===== config.mk =====
export PLATFORM = sky130hd
export DESIGN_NAME = utf8_to_utf16_transcoder
export DESIGN_NICKNAME = d
export VERILOG_FILES = /design/src/hdl/u8u16_pkg.sv /design/src/hdl/utf8_to_utf16_transcoder.sv /design/src/hdl/u8u16_front.sv /design/src/hdl/u8u16_queue.sv /design/src/hdl/u8u16_back.sv
export SDC_FILE = /design/constraint.sdc
export NUM_CORES = 1
export LEC_CHECK = 0
export BUFFER_PORTS_ARGS = -buffer_cell sky130_fd_sc_hd__clkbuf_2
export CAP_MARGIN = 20
export CORE_MARGIN = 2
export CORE_UTILIZATION = 40
export CTS_CLUSTER_DIAMETER = 200
export DETAILED_ROUTE_END_ITERATION = 6
export GPL_ROUTABILITY_DRIVEN = 0
export PLACE_DENSITY = 0.66
export SLEW_MARGIN = 20
export SYNTH_ARGS = -nofsm -noshare
export SYNTH_HDL_FRONTEND = slang
export SYNTH_SLANG_ARGS = --single-unit

===== constraint.sdc =====
create_clock -name clk -period 7.2 [get_ports clk]
set_input_delay 0 -clock clk [delete_from_list [all_inputs] [get_ports clk]]
set_output_delay 0 -clock clk [all_outputs]
set_load 0.05 [all_outputs]

===== src/hdl/u8u16_pkg.sv =====
// Shared types, constants and decode helpers of the UTF-8 to UTF-16 transcoder.
`timescale 1ns / 1ps
`default_nettype none

package u8u16_pkg;

	// Job queue between front and back
	localparam int QueueDepth = 4;
	localparam int QueueAw    = $clog2(QueueDepth);
	localparam int QueueCntW  = $clog2(QueueDepth + 1);

	// Output codes
	localparam logic [15:0] BadUnit   = 16'h0023;
	localparam logic [5:0]  SurHiTag  = 6'b110110;
	localparam logic [5:0]  SurLoTag  = 6'b110111;
	localparam logic [20:0] MaxCp     = 21'h10FFFF;

	// One decode job: up to four bytes, lead first, in byte lanes 0..3
	typedef struct packed {
		logic [31:0] data;
		logic [1:0]  n_m1;   // byte count minus one
		logic        last;   // job closes the text
	} job_t;

	// Sequence length from the top five bits of a lead byte, 0 for invalid
	function automatic logic [2:0] seq_len(input logic [7:0] b);
		logic [2:0] l;
		l = 3'd0;
		case (b[7:3])
			5'b11000, 5'b11001, 5'b11010, 5'b11011: l = 3'd2;
			5'b11100, 5'b11101:                     l = 3'd3;
			5'b11110:                               l = 3'd4;
			default: begin
				if (!b[7]) l = 3'd1;
				else       l = 3'd0;
			end
		endcase
		return l;
	endfunction

	// Code point from up to four bytes for a given valid length
	function automatic logic [20:0] seq_cp(input logic [2:0] l, input logic [7:0] b0,
		input logic [7:0] b1, input logic [7:0] b2, input logic [7:0] b3);
		logic [20:0] cp;
		cp = '0;
		case (l)
			3'd1:    cp = {14'd0, b0[6:0]};
			3'd2:    cp = {10'd0, b0[4:0], b1[5:0]};
			3'd3:    cp = {5'd0, b0[3:0], b1[5:0], b2[5:0]};
			3'd4:    cp = {b0[2:0], b1[5:0], b2[5:0], b3[5:0]};
			default: cp = '0;
		endcase
		return cp;
	endfunction

endpackage

`default_nettype wire


===== src/hdl/utf8_to_utf16_transcoder.sv =====
// Top level of the UTF-8 to UTF-16 transcoder.
// The block takes one UTF-8 byte per beat and emits UTF-16 code units, one per beat on the
// output. The front end accepts a byte every cycle while its four-entry job queue has room;
// it buffers the bytes of an open sequence and hands a whole sequence (or, on the final byte
// of the text, everything still buffered) to the back end as one job. The back end produces
// one code unit per cycle while the output is not stalled: one for a single-unit job, two for
// a surrogate pair and up to three for an end-of-text replay of a cut-off sequence. A job is
// registered in the queue, then each of its units in the output register. Invalid leads,
// cut-off leads and code points above 0x10FFFF come out as '#' (0x0023); run_last marks the
// last unit caused by a byte and text_end the last unit of the text.
`timescale 1ns / 1ps
`default_nettype none

module utf8_to_utf16_transcoder
	import u8u16_pkg::*;
(
	input  wire logic        clk,
	input  wire logic        arst_n,
	input  wire logic        in_valid,
	output logic             in_stall,
	input  wire logic [7:0]  in_byte,
	input  wire logic        in_last,
	output logic             out_valid,
	input  wire logic        out_stall,
	output logic [15:0]      code_unit,
	output logic             run_last,
	output logic             text_end
);

	logic q_full;
	logic push;
	job_t push_job;
	logic head_valid;
	job_t head_job;
	logic pop;

	u8u16_front u_front (
		.clk      (clk),
		.arst_n   (arst_n),
		.in_valid (in_valid),
		.in_stall (in_stall),
		.in_byte  (in_byte),
		.in_last  (in_last),
		.q_full   (q_full),
		.push     (push),
		.push_job (push_job)
	);

	u8u16_queue u_queue (
		.clk        (clk),
		.arst_n     (arst_n),
		.push       (push),
		.push_job   (push_job),
		.full       (q_full),
		.head_valid (head_valid),
		.head_job   (head_job),
		.pop        (pop)
	);

	u8u16_back u_back (
		.clk       (clk),
		.arst_n    (arst_n),
		.job_valid (head_valid),
		.job       (head_job),
		.pop       (pop),
		.out_valid (out_valid),
		.out_stall (out_stall),
		.code_unit (code_unit),
		.run_last  (run_last),
		.text_end  (text_end)
	);

endmodule

`default_nettype wire


===== src/hdl/u8u16_front.sv =====
// Front end: takes bytes, gathers open sequences and issues decode jobs.
`timescale 1ns / 1ps
`default_nettype none

module u8u16_front
	import u8u16_pkg::*;
(
	input  wire logic       clk,
	input  wire logic       arst_n,
	input  wire logic       in_valid,
	output logic            in_stall,
	input  wire logic [7:0] in_byte,
	input  wire logic       in_last,
	input  wire logic       q_full,
	output logic            push,
	output job_t            push_job
);

	logic [2:0][7:0] pend_q;
	logic [1:0]      pend_cnt_q;
	logic [2:0]      exp_len_q;

	logic            accept;
	logic [2:0]      lead_len;
	logic [3:0][7:0] word;
	logic [2:0]      cnt_new;
	logic            issue;
	logic            open_seq;

	assign in_stall = q_full;
	assign accept   = in_valid && !in_stall;
	assign lead_len = seq_len(in_byte);
	assign cnt_new  = {1'b0, pend_cnt_q} + 3'd1;

	// Buffered bytes with the new beat appended
	always_comb begin
		word             = {8'h00, pend_q};
		word[pend_cnt_q] = in_byte;
	end

	// Decide between buffering and issuing a job
	always_comb begin
		issue    = 1'b0;
		open_seq = 1'b0;
		if (in_last) begin
			issue = 1'b1;
		end else if (exp_len_q == 3'd0) begin
			if (lead_len <= 3'd1) issue = 1'b1;
			else                  open_seq = 1'b1;
		end else if (cnt_new >= exp_len_q) begin
			issue = 1'b1;
		end
	end

	assign push          = accept && issue;
	assign push_job.data = word;
	assign push_job.n_m1 = pend_cnt_q;
	assign push_job.last = in_last;

	// Open sequence state
	always_ff @(posedge clk or negedge arst_n) begin
		if (!arst_n) begin
			pend_cnt_q <= '0;
			exp_len_q  <= '0;
		end else if (accept) begin
			if (issue) begin
				pend_cnt_q <= '0;
				exp_len_q  <= '0;
			end else if (open_seq) begin
				pend_cnt_q <= 2'd1;
				exp_len_q  <= lead_len;
			end else begin
				pend_cnt_q <= cnt_new[1:0];
			end
		end
	end

	// Byte buffer, payload only
	always_ff @(posedge clk) begin
		if (accept && !issue) begin
			if (open_seq) pend_q[0] <= in_byte;
			else          pend_q[pend_cnt_q] <= in_byte;
		end
	end

	a_idle_empty: assert property (@(posedge clk) disable iff (!arst_n)
		exp_len_q == 3'd0 |-> pend_cnt_q == 2'd0)
		else $error("front: bytes buffered with no open sequence");

	a_open_short: assert property (@(posedge clk) disable iff (!arst_n)
		exp_len_q != 3'd0 |-> pend_cnt_q != 2'd0 && {1'b0, pend_cnt_q} < exp_len_q)
		else $error("front: open sequence count out of range");

	a_last_clears: assert property (@(posedge clk) disable iff (!arst_n)
		accept && in_last |=> exp_len_q == 3'd0 && pend_cnt_q == 2'd0)
		else $error("front: state not cleared after final beat");

endmodule

`default_nettype wire


===== src/hdl/u8u16_queue.sv =====
// Short job queue between front and back ends.
`timescale 1ns / 1ps
`default_nettype none

module u8u16_queue
	import u8u16_pkg::*;
(
	input  wire logic clk,
	input  wire logic arst_n,
	input  wire logic push,
	input  job_t      push_job,
	output logic      full,
	output logic      head_valid,
	output job_t      head_job,
	input  wire logic pop
);

	job_t                 mem [QueueDepth];
	logic [QueueAw-1:0]   wr_ptr_q;
	logic [QueueAw-1:0]   rd_ptr_q;
	logic [QueueCntW-1:0] cnt_q;

	assign full       = cnt_q == QueueCntW'(QueueDepth);
	assign head_valid = cnt_q != '0;
	assign head_job   = mem[rd_ptr_q];

	// Pointers and fill level
	always_ff @(posedge clk or negedge arst_n) begin
		if (!arst_n) begin
			wr_ptr_q <= '0;
			rd_ptr_q <= '0;
			cnt_q    <= '0;
		end else begin
			if (push) wr_ptr_q <= wr_ptr_q + QueueAw'(1);
			if (pop)  rd_ptr_q <= rd_ptr_q + QueueAw'(1);
			case ({push, pop})
				2'b10:   cnt_q <= cnt_q + QueueCntW'(1);
				2'b01:   cnt_q <= cnt_q - QueueCntW'(1);
				default: cnt_q <= cnt_q;
			endcase
		end
	end

	// Storage
	always_ff @(posedge clk) begin
		if (push) mem[wr_ptr_q] <= push_job;
	end

endmodule

`default_nettype wire


===== src/hdl/u8u16_back.sv =====
// Back end: decodes each job, one UTF-16 unit per unstalled cycle, to the output register.
`timescale 1ns / 1ps
`default_nettype none

module u8u16_back
	import u8u16_pkg::*;
(
	input  wire logic        clk,
	input  wire logic        arst_n,
	input  wire logic        job_valid,
	input  job_t             job,
	output logic             pop,
	output logic             out_valid,
	input  wire logic        out_stall,
	output logic [15:0]      code_unit,
	output logic             run_last,
	output logic             text_end
);

	logic [1:0]  pos_q;
	logic        half_q;
	logic        out_valid_q;
	logic [15:0] unit_q;
	logic        run_last_q;
	logic        text_end_q;

	logic        out_ready;
	logic        step;
	logic [31:0] shifted;
	logic [7:0]  sb0, sb1, sb2, sb3;
	logic [2:0]  l;
	logic [2:0]  seq_end;
	logic [2:0]  job_cnt;
	logic        bad;
	logic [2:0]  adv;
	logic        fin;
	logic [20:0] cp;
	logic [19:0] v;
	logic        pair;
	logic        seq_done;
	logic [15:0] unit;

	assign out_ready = !out_valid_q || !out_stall;
	assign step      = job_valid && out_ready;

	// Bytes of the sequence at the current position
	assign shifted = job.data >> {pos_q, 3'b000};
	assign sb0     = shifted[7:0];
	assign sb1     = shifted[15:8];
	assign sb2     = shifted[23:16];
	assign sb3     = shifted[31:24];

	// Length check against the bytes left in the job
	assign l       = seq_len(sb0);
	assign job_cnt = {1'b0, job.n_m1} + 3'd1;
	assign seq_end = {1'b0, pos_q} + l;
	assign bad     = (l == 3'd0) || (seq_end > job_cnt);
	assign adv     = bad ? 3'd1 : l;
	assign fin     = ({1'b0, pos_q} + adv) == job_cnt;

	// Code point and unit selection
	assign cp = seq_cp(l, sb0, sb1, sb2, sb3);
	assign v  = 20'(cp - 21'h010000);

	always_comb begin
		pair = 1'b0;
		unit = BadUnit;
		if (bad || cp > MaxCp) begin
			unit = BadUnit;
		end else if (cp[20:16] != 5'd0) begin
			pair = 1'b1;
			unit = half_q ? {SurLoTag, v[9:0]} : {SurHiTag, v[19:10]};
		end else begin
			unit = cp[15:0];
		end
	end

	assign seq_done = !pair || half_q;
	assign pop      = step && seq_done && fin;

	// Sequencer over the job
	always_ff @(posedge clk or negedge arst_n) begin
		if (!arst_n) begin
			pos_q  <= '0;
			half_q <= 1'b0;
		end else if (step) begin
			if (!seq_done) begin
				half_q <= 1'b1;
			end else begin
				half_q <= 1'b0;
				if (fin) pos_q <= '0;
				else     pos_q <= pos_q + adv[1:0];
			end
		end
	end

	// Output register
	always_ff @(posedge clk or negedge arst_n) begin
		if (!arst_n) begin
			out_valid_q <= 1'b0;
		end else if (step) begin
			out_valid_q <= 1'b1;
		end else if (!out_stall) begin
			out_valid_q <= 1'b0;
		end
	end

	always_ff @(posedge clk) begin
		if (step) begin
			unit_q     <= unit;
			run_last_q <= seq_done && fin;
			text_end_q <= seq_done && fin && job.last;
		end
	end

	assign out_valid = out_valid_q;
	assign code_unit = unit_q;
	assign run_last  = run_last_q;
	assign text_end  = text_end_q;

	a_half_has_job: assert property (@(posedge clk) disable iff (!arst_n)
		half_q |-> job_valid && pair)
		else $error("back: low surrogate pending without its job");

	a_pos_in_job: assert property (@(posedge clk) disable iff (!arst_n)
		job_valid |-> pos_q <= job.n_m1)
		else $error("back: position beyond job bytes");

	a_idle_pos: assert property (@(posedge clk) disable iff (!arst_n)
		!job_valid |-> pos_q == 2'd0 && !half_q)
		else $error("back: sequencer not at rest with no job");

endmodule

`default_nettype wire


==> run_results.csv, run 1 <==
group,metric,value,unit
timing,finClkSkew,18.9,ps
logic_synthesis,synthFlopType,"edfxtp_1",
clocking,tritoncts,"done",
global_routing,grt_antenna_before_repair,0,
final_layout,finish.net_count,780,
timing,worst-slew-pin-transition,974,ps
clocking,ctsHtreeMaxLevel,4,
die,std_cell_rows,58,
global_routing,grt_pass1_wl,35.9,mm
die,die_width,164,um
logic_synthesis,synth_area_in_compound_gates,9.08,%
clocking,worst_skew_pair.late_latency,440,ps
critical_path,crit_family,"adder cells",
logic_synthesis,synth_cell_type_count,79,
clocking,clock_path_buffers,2,
logic_synthesis,synth_seq_area_share,57.5,%
outcome,outcome,"completed",
timing,setup_violations,0,
critical_path,worstSetupPathType,"register to register",
logic_synthesis,synth.net_count,743,
routing,drc,0,
final_layout,fillers,2264,
logic_synthesis,synthXorXnorAreaFrac,1.12,%
routing,detailed_route_wire_length_per_cell,20.9,um
clocking,cts_sinks,198,
die,dieHeight,164,um
routing,initialDrtViolationCount,632,
routing,via_per_inst,5.71,
final_layout,layout-drive-gt1-share,23.8,%
timing,max_freq,0.148,GHz
flow_run,drv.max_cap_violation_count,0,
logic_synthesis,main_combinational_cell_family_by_area_after_synthesis,"multiplexers",
place,port_buffers,32,
logic_synthesis,synth.area.mux_share,16.1,%
critical_path,reg2reg_slack,430,ps
critical_path,cp.buffers_inverters,5,
logic_synthesis,synthSimpleGateAreaFrac,9.23,%
final_layout,insertedDiodeCount,0,
place,post_dp_hpwl,15.8,mm
critical_path,worstPathRequired,7560,ps
routing,detail-route-antenna-nets,0,
critical_path,end_kind,"register",
logic_synthesis,synth-edff-count,182,
global_routing,gr-usage-all-layers,17.8,%
global_routing,grt_pass1_vias,6199,
timing,timing.final.hold_violations,0,
timing,fin_tns_setup,0,ps
logic_synthesis,synthesized_instance_count,707,
die,fp.coreArea,25100,sq um
die,design.portCount,33,
critical_path,worst_path_max_delay_cell,"dfrtp_4",
timing,grt_setup_unrepaired,"false",
final_layout,area.growth.synth_to_final,11.0,%
logic_synthesis,post_synth_fa_ha_maj_area_fraction,3.04,%
die,die_area,26800,sq um
final_layout,area_used_by_multi_input_combinational_logic,3960,sq um
routing,drtPass1Iterations,5,
global_routing,grt_max_degree,36,
critical_path,timing.critical_path.arrival,7130,ps
logic_synthesis,avgSynthCellArea,14.4,sq um
timing,slew_headroom,35.0,%
timing,layout_min_cycle_time,6770,ps
final_layout,final-seq-area,5880,sq um
die,initial_core_util,40.6,%
critical_path,critical_path_peak_fanout,21,
critical_path,slowest_delay,570,ps
timing,slew_viol_final,0,
clocking,clkTransAtPathRegs,80,ps
worst_hold_path,hold_path.class,"input pin to register",
critical_path,critPathLaunchType,"register",
global_routing,overflow,0,
logic_synthesis,ys.warnings.count,0,
logic_synthesis,netlist_area,10200,sq um
timing,post_route_clock_period_utilization,94.0,%
routing,via_count,6209,
logic_synthesis,share_of_flip_flops_with_an_asynchronous_set_or_reset,8.08,%
clocking,inserted_clock_buffers,17,
clocking,clk_root_buffer_cell,"clkbuf_16",
routing,drt-total-wl,22.7,mm
logic_synthesis,postSynthRegisterBits,198,
## worst min-delay path: cells and delay by family
kind	cells	cell delay, ps
buffers and inverters	1	180
AND/OR/NAND/NOR	2	160
## layout by cell type (no fill, tap or decap), types with 5 or more instances in the layout
master           n
and2_2           6
a22o_1          11
mux4_2          21
nor2_1          49
mux2i_1         28
buf_4           13
nand3_1         13
ha_1            20
a211oi_1         8
nor3_1           8
a21oi_1         14
dlygate4sd3_1    8
xnor2_1          9
o21ai_0         12
mux2_2          29
clkbuf_2        32
and2_1          17
a211oi_2         6
a22oi_1         13
clkbuf_16       17
mux4_1          19
or2_2            5
inv_1           28
nor2b_1          7
dfrtp_1         13
a31oi_1          5
edfxtp_1       182
nand2_1         57
## metal layers
metal  track usage, %  wire (um)
met5                0          0
met4             5.34        383
met3             3.03       1290
met2             28.4      10700
met1             25.0      10400
## stage by stage
stage / util (%) / hold WS (ps) / std cells / worst slack (ps) / instance area [sq um]
2_1_floorplan: - / -296 / 707 / 929 / 10200
3_3_place_gp: 42.2 / 3.96 / 1046 / 544 / 10600
3_5_place_dp: 42.2 / 6.92 / 1046 / 360 / 10600
4_1_cts: 45.0 / 16.1 / 1086 / 319 / 11300
5_1_grt: 45.1 / 38.4 / 1087 / 18.3 / 11300
6_report: 45.1 / 13.9 / 1087 / 429 / 11300
## worst paths after layout
check	from	endpoint	cells past startpoint
hold / removal	in_byte[4]	u_front.pend_q[4]$_DFFE_PP_	3
setup reg to reg	u_queue.rd_ptr_q[0]$_DFFE_PN0P_	u_queue.cnt_q[2]$_DFFE_PN0P_	29
setup / recovery	u_queue.rd_ptr_q[0]$_DFFE_PN0P_	u_queue.cnt_q[2]$_DFFE_PN0P_	29
max in group asynchronous	arst_n	u_back.pos_q[0]$_DFFE_PN0N_	2
min in group asynchronous	arst_n	u_front.pend_cnt_q[1]$_DFFE_PN0P_	2
hold reg to reg	u_back.out_valid$_DFFE_PN0P_	u_back.out_valid$_DFFE_PN0P_	2
## cells in the mapped netlist, types with 3 or more instances
cell | instances | area, sq um
nand4_1 | 3 | 18.8
mux2_4 | 4 | 60.1
o2111ai_1 | 3 | 26.3
xor2_1 | 4 | 35.0
o211ai_1 | 3 | 22.5
nor2b_1 | 9 | 56.3
edfxtp_1 | 182 | 5470
nor3_1 | 8 | 40.0
ha_1 | 20 | 250
a22o_1 | 11 | 96.3
a211oi_2 | 4 | 50.1
xnor2_1 | 9 | 78.8
buf_6 | 9 | 101
mux2_2 | 29 | 327
a31oi_1 | 6 | 37.5
a211o_2 | 3 | 30.0
nand2_1 | 57 | 214
clkbuf_1 | 12 | 45.0
nand3_1 | 13 | 65.1
and3_1 | 4 | 25.0
a21oi_1 | 14 | 70.1
mux2i_1 | 28 | 280
a211oi_1 | 10 | 75.1
o31ai_1 | 3 | 22.5
nor2_1 | 49 | 184
inv_1 | 28 | 105
mux4_1 | 19 | 499
fa_1 | 3 | 60.1
and2_2 | 3 | 22.5
or3_1 | 4 | 25.0
nor4_1 | 3 | 18.8
o21ai_0 | 12 | 60.1
or2_2 | 5 | 31.3
mux4_2 | 21 | 473
clkbuf_8 | 3 | 41.3
and2_1 | 20 | 125
a22oi_1 | 13 | 97.6
buf_2 | 5 | 25.0
dfrtp_1 | 16 | 400
## cells by family (layout without fill, tap and decap cells)
logic type | count (synthesis) | after routing
buffers and inverters | 65 | 115
XOR/XNOR | 13 | 13
adder cells (fa/ha/maj) | 23 | 23
AND/OR/NAND/NOR | 192 | 192
flip-flops | 198 | 198
AO/OA/AOI/OAI | 115 | 115
multiplexers | 101 | 101
## registers in the layout, indices dropped and copies added, names as in the netlist, 2 cells and up
signal and flops:
u_queue.cnt_q 3, u_front.pend_q 24, u_queue.rd_ptr_q 2, u_front.exp_len_q 3, u_front.pend_cnt_q 2, u_back.code_unit 16, u_queue.wr_ptr_q 2, u_back.pos_q 2
u_queue.mem 140
## cell type report
cell class / instances / share of cell area [%]
inverters: 29 / 0.961
clock inverters: 15 / 1.77
clock buffers: 17 / 3.75
well taps: 330 / 3.64
flip-flops and latches: 198 / 51.9
multi-input cells: 444 / 34.9
repair buffers: 54 / 3.08
## what timing repair did
item	CTS	global route
hold endpoints to repair	30	0
hold buffers	8	0
buffers inserted	0	1
gates resized for setup	0	8
setup endpoints to repair	0	1
Power of run 1 is not shown: default switching activity piles up to over one toggle a cycle in this logic, so the estimate is an artifact.
==> run 2, diff against run 1 <==
- MAX_ROUTING_LAYER: not set -> met4
- SLEW_MARGIN: 20 -> not set
- clock period: 7.2 -> 8.05 ns (I/O delays scaled with it)
==> run 2 against run 1 <==
Fmax is 4.3% lower. First-iteration DRC count down 8.9%. Cell area is 0.80% lower. Worst setup slack gained 550 ps. Largest cell class unchanged. Global-route usage grew 0.45 points. Worst hold slack better by 5.2 ps. Sequential share of layout area up 0.35 points. Via count down 1.0%. Die area unchanged. Core utilization shrank 0.36 points.
==> run_results.csv, run 2 (same netlist as run 1, synthesis figures left out) <==
group,metric,value,unit
critical_path,timing.critical_path.arrival,7440,ps
routing,drtPass1Iterations,5,
timing,grt_setup_unrepaired,"false",
timing,worst-slew-pin-transition,1030,ps
final_layout,insertedDiodeCount,0,
clocking,clk_root_buffer_cell,"clkbuf_16",
die,design.portCount,33,
timing,fin_tns_setup,0,ps
timing,layout_min_cycle_time,7070,ps
critical_path,worstPathRequired,8420,ps
final_layout,finish.net_count,777,
clocking,inserted_clock_buffers,17,
critical_path,end_kind,"register",
final_layout,final_design_area_no_fill,11200,sq um
timing,max_freq,0.141,GHz
place,post_dp_hpwl,15.9,mm
final_layout,layout-drive-gt1-share,22.7,%
global_routing,grt_antenna_before_repair,0,
place,postPlaceCellArea,10600,sq um
timing,slew_headroom,31.3,%
clocking,cts_sinks,198,
final_layout,final_core_utilization,44.8,%
global_routing,grt_max_degree,44,
critical_path,worst_path_max_delay_cell,"a2111oi_2",
routing,drc,0,
die,die_width,164,um
critical_path,critical_path_peak_fanout,24,
final_layout,max_flop_register,"u_queue.mem",
routing,detail-route-antenna-nets,0,
routing,initialDrtViolationCount,576,
die,dieHeight,164,um
die,fp.coreArea,25100,sq um
clocking,tritoncts,"done",
critical_path,worstSetupPathType,"register to register",
timing,post_route_clock_period_utilization,87.8,%
clocking,ctsHtreeMaxLevel,4,
worst_hold_path,hold_path.class,"input pin to register",
clocking,worst_skew_pair.late_latency,440,ps
flow_run,drv.max_cap_violation_count,0,
global_routing,grt_pass1_wl,35.6,mm
timing,slew_viol_final,0,
clocking,post-cts-setup-buffer-count,0,
critical_path,critPathLaunchType,"register",
critical_path,slowest_delay,790,ps
outcome,outcome,"completed",
die,std_cell_rows,58,
global_routing,gr-usage-all-layers,18.2,%
die,die_area,26800,sq um
final_layout,largest_register_ffs,140,
final_layout,most_common_cell_after_layout_fill_and_taps_aside,"edfxtp_1",
die,initial_core_util,40.6,%
place,port_buffers,32,
clocking,clock_path_buffers,2,
routing,via_per_inst,5.67,
routing,detailed_route_wire_length_per_cell,21.0,um
final_layout,most-common-layout-cells,"edfxtp_1, nand2_1, nor2_1",
routing,drt-total-wl,22.7,mm
clocking,clkTransAtPathRegs,70,ps
timing,setup_violations,0,
routing,via_count,6147,
timing,holdWs,19.2,ps
timing,finClkSkew,6.31,ps
global_routing,overflow,0,
timing,timing.final.hold_violations,0,
global_routing,grt_pass1_vias,6066,
final_layout,area.growth.synth_to_final,10.1,%
==> run 2: cell types whose count changed in the layout (fill, tap and decap cells not counted), sizes merged <==
cell    delta
clkbuf     +2
bufinv     -1
buf        -3
clkinv     +1
inv        -2
==> run 2: timing repair <==
item / in CTS / in global routing
hold endpoints to repair: 29 / 0
resized for setup: 0 / 0
hold buffers: 8 / 0
==> run 2: worst max-delay path, delay by kind of cell, from the launching register on <==
kind | cells | cell delay [ps]
AO/OA/AOI/OAI | 6 | 1980
XOR/XNOR | 3 | 480
adder cells (fa/ha/maj) | 6 | 2000
buffers and inverters | 3 | 200
flip-flops | 1 | 740
AND/OR/NAND/NOR | 9 | 1600
==> run 2: layer usage <==
metal	vias to the layer above	track usage [%]	part of all wire (%)
li1	2825	-	-
met1	3085	25.1	46
met2	214	27.8	47
met3	23	3.43	5.6
met4	0	5.10	1.3
met5	-	-	0
==> run 2: metrics by stage <==
step,std cells,setup slack (ps)
global route,1084,433
finish,1084,979
global placement,1043,1050
detailed placement,1043,777
floorplan,707,1780
CTS,1083,749
==> run 2: path summary, 6_finish.rpt <==
kind	from	endpoint	slack, ps	cells after the start
setup / recovery	u_queue.rd_ptr_q[1]$_DFFE_PN0P_	u_queue.cnt_q[2]$_DFFE_PN0P_	980	27
hold / removal	in_byte[3]	u_front.pend_q[3]$_DFFE_PP_	20	3
min in group asynchronous	arst_n	u_queue.wr_ptr_q[0]$_DFFE_PN0P_	70	2
max in group asynchronous	arst_n	u_queue.rd_ptr_q[1]$_DFFE_PN0P_	7590	2
hold reg to reg	u_back.out_valid$_DFFE_PN0P_	u_back.out_valid$_DFFE_PN0P_	490	2
setup reg to reg	u_queue.rd_ptr_q[1]$_DFFE_PN0P_	u_queue.cnt_q[2]$_DFFE_PN0P_	980	27
==> run 2: final cells by class <==
class / instances / area [sq um]
inverter: 29 / 109
multi-input combinational: 444 / 3940
clock inverter: 13 / 135
fill: 2231 / 13900
sequential: 198 / 5870
timing repair buffer: 51 / 335
tap: 330 / 413
clock buffer: 19 / 443
Power of run 2 is left out for the same reason.
